**src/rtl/ifssd_pkg.sv**
```systemverilog
// ============================================================================
// ifssd_pkg
// Shared widths, register map, reset values and types of the interlace field
// SSD metric.
// ============================================================================
`default_nettype none

package ifssd_pkg;

    localparam int PIX_W     = 8;
    localparam int SQ_W      = 2 * PIX_W;
    localparam int LS_DW     = 2 * PIX_W;
    localparam int ACC_W     = 40;
    localparam int FIELD_W   = 39;
    localparam int GAMMA_W   = 24;
    localparam int INT_BITS  = 8;
    localparam int FRAC_BITS = 16;
    localparam int GCNT_W    = $clog2(GAMMA_W);

    localparam int CFG_W     = 13;
    localparam int APB_DW    = 32;
    localparam int PADDR_W   = 3;
    localparam int REG_IDX_W = 1;

    localparam logic [REG_IDX_W-1:0] REG_LINE_WIDTH   = 1'b0;
    localparam logic [REG_IDX_W-1:0] REG_FRAME_HEIGHT = 1'b1;

    localparam logic [CFG_W-1:0] LINE_WIDTH_RST   = 13'd1920;
    localparam logic [CFG_W-1:0] FRAME_HEIGHT_RST = 13'd1080;
    localparam int               MIN_FRAME_HEIGHT = 4;

    typedef struct packed {
        logic [ACC_W-1:0] frame;
        logic [ACC_W-1:0] even;
        logic [ACC_W-1:0] odd;
    } frame_sums_t;

    typedef enum logic [2:0] {
        G_IDLE,
        G_MUL,
        G_CHECK,
        G_DIV,
        G_DONE
    } gamma_state_t;

endpackage

`default_nettype wire

```
**src/rtl/ifssd_if.sv**
```systemverilog
// ============================================================================
// ifssd_if
// Valid/ready channels: one luma pixel per beat in, one frame result per
// beat out.
// ============================================================================
`default_nettype none


interface ifssd_res_if import ifssd_pkg::*; ();
    logic               valid;
    logic               ready;
    logic [ACC_W-1:0]   frame_ssd;
    logic [FIELD_W-1:0] even_field_ssd;
    logic [FIELD_W-1:0] odd_field_ssd;
    logic [GAMMA_W-1:0] gamma_q16;
    logic               gamma_saturated;

    modport source (output valid, output frame_ssd, output even_field_ssd,
                    output odd_field_ssd, output gamma_q16, output gamma_saturated,
                    input ready);
    modport sink   (input valid, input frame_ssd, input even_field_ssd,
                    input odd_field_ssd, input gamma_q16, input gamma_saturated,
                    output ready);
endinterface

`default_nettype wire

```
**src/rtl/ifssd_gamma.sv**
```systemverilog
// ============================================================================
// ifssd_gamma
// End-of-frame ratio unit: two multiplies, a range check and a restoring
// divider producing one quotient bit per cycle, followed by the result
// register.
// ============================================================================
`default_nettype none

module ifssd_gamma import ifssd_pkg::*; #(
    parameter int HW = 13
) (
    input  wire logic          clk,
    input  wire logic          rst_n,
    input  wire logic          start,
    input  wire frame_sums_t   sums,
    input  wire logic [HW-2:0] half_m1,
    input  wire logic [HW-1:0] h_m1,
    output logic               busy,
    ifssd_res_if.source        res
);

    localparam int NUM_W = ACC_W + HW - 1;
    localparam int DEN_W = ACC_W + 1 + HW;
    localparam int REM_W = DEN_W + GAMMA_W;

    gamma_state_t state_reg, state_next;

    logic [ACC_W-1:0]   frame_reg;
    logic [ACC_W-1:0]   even_reg;
    logic [ACC_W-1:0]   odd_reg;
    logic [ACC_W:0]     fsum_reg;
    logic [HW-2:0]      half_reg;
    logic [HW-1:0]      hm1_reg;
    logic [NUM_W-1:0]   num_reg;
    logic [DEN_W-1:0]   den_reg;
    logic [REM_W-1:0]   rem_reg;
    logic [REM_W-1:0]   dsh_reg;
    logic [GAMMA_W-1:0] quo_reg;
    logic               sat_reg;
    logic [GCNT_W-1:0]  cnt_reg;

    logic               out_valid_reg;
    logic [ACC_W-1:0]   out_frame_reg;
    logic [FIELD_W-1:0] out_even_reg;
    logic [FIELD_W-1:0] out_odd_reg;
    logic [GAMMA_W-1:0] out_gamma_reg;
    logic               out_sat_reg;

    logic               overflow;
    logic               take;
    logic               last_step;
    logic               load_out;

    // The quotient reaches 2^24 exactly when num >= den * 256.
    assign overflow  = (den_reg == '0)
                       || (REM_W'(num_reg) >= (REM_W'(den_reg) << INT_BITS));
    assign take      = rem_reg >= dsh_reg;
    assign last_step = cnt_reg == GCNT_W'(GAMMA_W - 1);

    always_comb
    begin
        state_next = state_reg;
        unique case (state_reg)
            G_IDLE:  if (start) state_next = G_MUL;
            G_MUL:   state_next = G_CHECK;
            G_CHECK: state_next = overflow ? G_DONE : G_DIV;
            G_DIV:   if (last_step) state_next = G_DONE;
            G_DONE:  if (load_out) state_next = G_IDLE;
            default: state_next = G_IDLE;
        endcase
    end

    always_comb
    begin
        busy     = state_reg != G_IDLE;
        load_out = (state_reg == G_DONE) && (!out_valid_reg || res.ready);
    end

    always_ff @(posedge clk or negedge rst_n)
    begin
        if (!rst_n)
        begin
            state_reg     <= G_IDLE;
            cnt_reg       <= '0;
            out_valid_reg <= 1'b0;
        end
        else
        begin
            state_reg <= state_next;
            if (state_reg == G_CHECK)
            begin
                cnt_reg <= '0;
            end
            else if (state_reg == G_DIV)
            begin
                cnt_reg <= cnt_reg + 1'b1;
            end
            if (load_out)
            begin
                out_valid_reg <= 1'b1;
            end
            else if (res.ready)
            begin
                out_valid_reg <= 1'b0;
            end
        end
    end

    always_ff @(posedge clk)
    begin
        case (state_reg)
            G_IDLE:
            begin
                if (start)
                begin
                    frame_reg <= sums.frame;
                    even_reg  <= sums.even;
                    odd_reg   <= sums.odd;
                    fsum_reg  <= {1'b0, sums.even} + {1'b0, sums.odd};
                    half_reg  <= half_m1;
                    hm1_reg   <= h_m1;
                end
            end
            G_MUL:
            begin
                num_reg <= NUM_W'(frame_reg) * NUM_W'(half_reg);
                den_reg <= DEN_W'(fsum_reg) * DEN_W'(hm1_reg);
            end
            G_CHECK:
            begin
                rem_reg <= REM_W'(num_reg) << FRAC_BITS;
                dsh_reg <= REM_W'(den_reg) << (GAMMA_W - 1);
                quo_reg <= overflow ? '1 : '0;
                sat_reg <= overflow;
            end
            G_DIV:
            begin
                if (take)
                begin
                    rem_reg <= rem_reg - dsh_reg;
                end
                dsh_reg <= dsh_reg >> 1;
                quo_reg <= {quo_reg[GAMMA_W-2:0], take};
            end
            default:
            begin
            end
        endcase

        if (load_out)
        begin
            out_frame_reg <= frame_reg;
            out_even_reg  <= even_reg[FIELD_W-1:0];
            out_odd_reg   <= odd_reg[FIELD_W-1:0];
            out_gamma_reg <= quo_reg;
            out_sat_reg   <= sat_reg;
        end
    end

    assign res.valid           = out_valid_reg;
    assign res.frame_ssd       = out_frame_reg;
    assign res.even_field_ssd  = out_even_reg;
    assign res.odd_field_ssd   = out_odd_reg;
    assign res.gamma_q16       = out_gamma_reg;
    assign res.gamma_saturated = out_sat_reg;

    a_start_when_idle: assert property (@(posedge clk) disable iff (!rst_n)
        start |-> state_reg == G_IDLE)
        else $error("frame sums arrived while the ratio unit was busy");

    a_rem_bound: assert property (@(posedge clk) disable iff (!rst_n)
        state_reg == G_DIV |-> rem_reg < {dsh_reg[REM_W-2:0], 1'b0})
        else $error("divider remainder out of range");

    a_hold_done: assert property (@(posedge clk) disable iff (!rst_n)
        state_reg == G_DONE && out_valid_reg && !res.ready |=> state_reg == G_DONE)
        else $error("ratio result left while the result register was full");

endmodule

`default_nettype wire

```
**src/flat_wrapper.sv**
```systemverilog
// flat-port wrapper written by rule: the top's interface ports become plain ports
module ifssd_gamma_flat import ifssd_pkg::*;
#(
    parameter int HW = 13
)
  (clk, rst_n, start, sums, half_m1, h_m1, busy, res_valid, res_frame_ssd, res_even_field_ssd, res_odd_field_ssd, res_gamma_q16, res_gamma_saturated, res_ready);
  ifssd_res_if res_i ();
  input  wire logic clk;
  input  wire logic rst_n;
  input  wire logic start;
  input  wire frame_sums_t sums;
  input  wire logic [HW-2:0] half_m1;
  input  wire logic [HW-1:0] h_m1;
  output logic busy;
  output wire logic [$bits(res_i.valid)-1:0] res_valid;
  output wire logic [$bits(res_i.frame_ssd)-1:0] res_frame_ssd;
  output wire logic [$bits(res_i.even_field_ssd)-1:0] res_even_field_ssd;
  output wire logic [$bits(res_i.odd_field_ssd)-1:0] res_odd_field_ssd;
  output wire logic [$bits(res_i.gamma_q16)-1:0] res_gamma_q16;
  output wire logic [$bits(res_i.gamma_saturated)-1:0] res_gamma_saturated;
  input wire logic [$bits(res_i.ready)-1:0] res_ready;
  assign res_valid = res_i.valid;
  assign res_frame_ssd = res_i.frame_ssd;
  assign res_even_field_ssd = res_i.even_field_ssd;
  assign res_odd_field_ssd = res_i.odd_field_ssd;
  assign res_gamma_q16 = res_i.gamma_q16;
  assign res_gamma_saturated = res_i.gamma_saturated;
  assign res_i.ready = res_ready;
  ifssd_gamma #(.HW(HW)) u_core (.clk(clk), .rst_n(rst_n), .start(start), .sums(sums), .half_m1(half_m1), .h_m1(h_m1), .busy(busy), .res(res_i));
endmodule
```
**config.mk**
```make
export PLATFORM = sky130hd
export DESIGN_NAME = ifssd_gamma_flat
export DESIGN_NICKNAME = d
export VERILOG_FILES = /design/src/rtl/ifssd_pkg.sv /design/src/rtl/ifssd_if.sv /design/src/rtl/ifssd_gamma.sv /design/src/flat_wrapper.sv
export SDC_FILE = /design/constraint.sdc
export NUM_CORES = 2
export LEC_CHECK = 0
export BUFFER_PORTS_ARGS = -buffer_cell sky130_fd_sc_hd__buf_2
export CAP_MARGIN = 20
export CORE_MARGIN = 2
export CORE_UTILIZATION = 31
export CTS_CLUSTER_SIZE = 16
export DETAILED_ROUTE_END_ITERATION = 10
export GPL_TIMING_DRIVEN = 0
export PLACE_DENSITY = 0.53
export SLEW_MARGIN = 20
export SYNTH_ARGS = -nofsm -noshare
export SYNTH_HDL_FRONTEND = slang
export SYNTH_SLANG_ARGS = --single-unit
export TNS_END_PERCENT = 10
```
**constraint.sdc**
```tcl
create_clock -name clk -period 9.1 [get_ports clk]
set_clock_uncertainty 0.1 [all_clocks]
set_input_delay 1.82 -clock clk [delete_from_list [all_inputs] [get_ports clk]]
set_output_delay 1.82 -clock clk [all_outputs]
set_load 0.01 [all_outputs]
```
==> results.toml <==
[logic_synthesis]
synthTopCellsByArea = "edfxtp_1 31%, fa_1 27%, ha_1 7.3%"
synth_top_area_share_pct = 30.8
synthesis.area_um2 = 59800
synth_commonest_cells = "1,063 x inv_1, 937 x nand2_1, 811 x fa_1"
syn_inst = 5949
yosysSeqAreaShare_pct = 31.2
post-synth-top-area-cell = "edfxtp_1"
synth-edff-count = 613
avgSynthCellArea_um2 = 10.1
ys_warn_count = 0
synth_cell_types = 81
synth_nets = 7260
synth.most_common_cell = "inv_1"
synth-seq-cells = 622
ys.flop_type = "edfxtp_1"
async_flop_share_pct = 1.45

[final_layout]
fill_cells = 19600
area_growth_pct = 13.1
final_nets = 7660
fin_util_pct = 35.2
drive_gt1_share_pct = 7.63
largest_register_ffs = 78

[clocking]
cts_setup_buffers = 0
clock_path_buffers = 3
cts_tree = "yes"
cts-resized-gates = 0
hold_buffers = 0
path_clk_slew_ns = 0.07
numClockSinks = 622
cts_inserted_buffers = 78
cts_max_level = 3
ctsRootBufferMaster = "clkbuf_16"
clk_latency_ns = 0.72

[sta]
worst_pin_slew_ns = 1.16
period_share_pct = 86.9
slew_viol_final = 0
setup_violations = 0
rsz0062_at_grt = "no"
maxSlewHeadroom_pct = 22.8
period_minus_slack_ns = 7.91
hold_violations = 0
fmax_mhz = 126

[global_routing]
grt_pass1_wl_mm = 264
grt_max_degree = 59
grt_pass1_vias = 45200
antenna_found_initial = 6
globalRouteOverflowTotal = 0
gr-usage-all-layers_pct = 17.3

[floorplan]
io_pins = 294
rows = 161
start_util_pct = 31.1
die_w_um = 443
core_area_um2 = 192000
die-area_um2 = 196000
die_h_um = 443

[critical_path]
worstSetupStartpointType = "flop"
endpoint_kind = "flop"
rrSetupSlack_ns = 1.19
critPathKind = "reg2reg"
cp.arrival_ns = 8.26
critical_path_required_ns = 9.45
cp_max_fo = 10

[pwr]
p_leak_nw = 30.3
vdd.ir_drop.worst_v = 0.000222
finalPower_w = 0.0239
pwr_density_cell_nw_per_um2 = 353

[drt]
routed_via_density = 4.86
ant_nets = 0
drtIter0Drc = 2756
totalWireLength_mm = 169
drc = 0
route.vias.total = 43400
wire_per_inst_um = 18.9
drtPass1Iterations = 5

[status]
status = "finished, final reports clean"

[place]
portBuffers = 293
dp_hpwl_mm = 137
finalWeightedCongestion = 0.901

[hold_path]
worstHoldPathType = "reg2reg"

[run]
maxCapViolations = 0
through the flow:
| stage | area, um^2 | setup TNS (ns) | hold slack [ns] | setup WS (ns) | std cells |
|---|---|---|---|---|---|
| 2_1_floorplan | 59800 | -14.34 | 0.300 | -0.135 | 5949 |
| 3_3_place_gp | 64400 | -925.68 | 0.300 | -4.31 | 8768 |
| 3_5_place_dp | 65000 | 0 | 0.305 | 1.23 | 8795 |
| 4_1_cts | 67600 | 0 | 0.306 | 1.22 | 8936 |
| 5_1_grt | 67600 | 0 | 0.319 | 0.862 | 8937 |
| 6_report | 67600 | 0 | 0.314 | 1.19 | 8943 |
layout make-up:
class	instances	area, um^2	share of cell area (%)
sequential	622	18600	27.6
inverter	1063	4000	5.91
multi-input combinational	3988	36200	53.5
clock inverter	46	623	0.921
buffer	276	1050	1.55
tap	2526	3160	4.67
antenna	7	17.5	0.0259
timing repair buffer	320	1940	2.87
clock buffer	95	2040	3.01
cells by family after synthesis:
group,synth area share (%)
compound gates,9.46
xor+xnor,2.74
fa+ha+maj,34.5
buf+inv,8.42
flops,31.2
mux,0.172
simple gates,13.6
worst paths after layout:
kind	startpoint	to	depth (start not counted)
min reg2reg	u_core.even_reg[1]	u_core.res.even_field_ssd[1]	0
max	u_core.hm1_reg[1]	u_core.den_reg[46]	22
min in group asynchronous	rst_n	u_core.cnt_reg[2]	1
max in group asynchronous	rst_n	u_core.cnt_reg[3]	1
max reg2reg	u_core.hm1_reg[1]	u_core.den_reg[46]	22
min	u_core.even_reg[1]	u_core.res.even_field_ssd[1]	0
routing by layer:
metal | up-vias | wire, um | global-route usage, %
met5 | - | 0 | 0
met4 | 0 | 4350 | 4.92
met1 | 22100 | 75500 | 23.6
met3 | 225 | 9720 | 2.69
met2 | 1152 | 79200 | 28.5
li1 | 20000 | - | -
critical path, cell delays in order, from the launching register on:
cell and delay, ns:
edfxtp_1 0.71, clkbuf_1 0.62, and2_1 0.26, fa_1 0.39, inv_1 0.08, fa_1 0.41
inv_1 0.09, fa_1 0.46, fa_1 0.59, inv_1 0.06, fa_1 0.48, inv_1 0.04
ha_1 0.36, nand4_1 0.16, nor2_1 0.21, nor4bb_1 0.58, nor2_1 0.21, or2_2 0.37
o21ai_1 0.52, a41o_1 0.31, a311oi_1 0.21, o21ai_0 0.27, xnor2_1 0.15
cell usage in the layout (no fill, tap or decap), types with 8 or more instances in the layout:
cell type,count
a211o_1,10
a211oi_1,19
a21o_1,150
a21oi_1,250
a221oi_1,11
a31oi_1,17
and2_1,345
and3_1,19
buf_16,9
buf_2,303
buf_4,10
bufinv_16,10
clkbuf_1,274
clkbuf_16,79
clkinv_1,15
dfrtp_1,9
edfxtp_1,613
fa_1,811
ha_1,351
inv_1,1062
mux2i_1,8
nand2_1,937
nand2b_1,29
nand3_1,45
nand4_1,70
nor2_1,174
nor2b_1,24
nor3_1,36
nor4_1,21
o211ai_1,18
o21a_1,30
o21ai_0,212
o21bai_1,51
o31ai_1,16
or2_2,13
or3_1,10
xnor2_1,122
xor2_1,65
power breakdown:
group          internal (W)  switching, W  total (W)
Sequential          0.00481      0.000483    0.00530
Combinational       0.00590       0.00944     0.0153
Clock               0.00190       0.00136    0.00327
(Power assumes the default switching activity.)
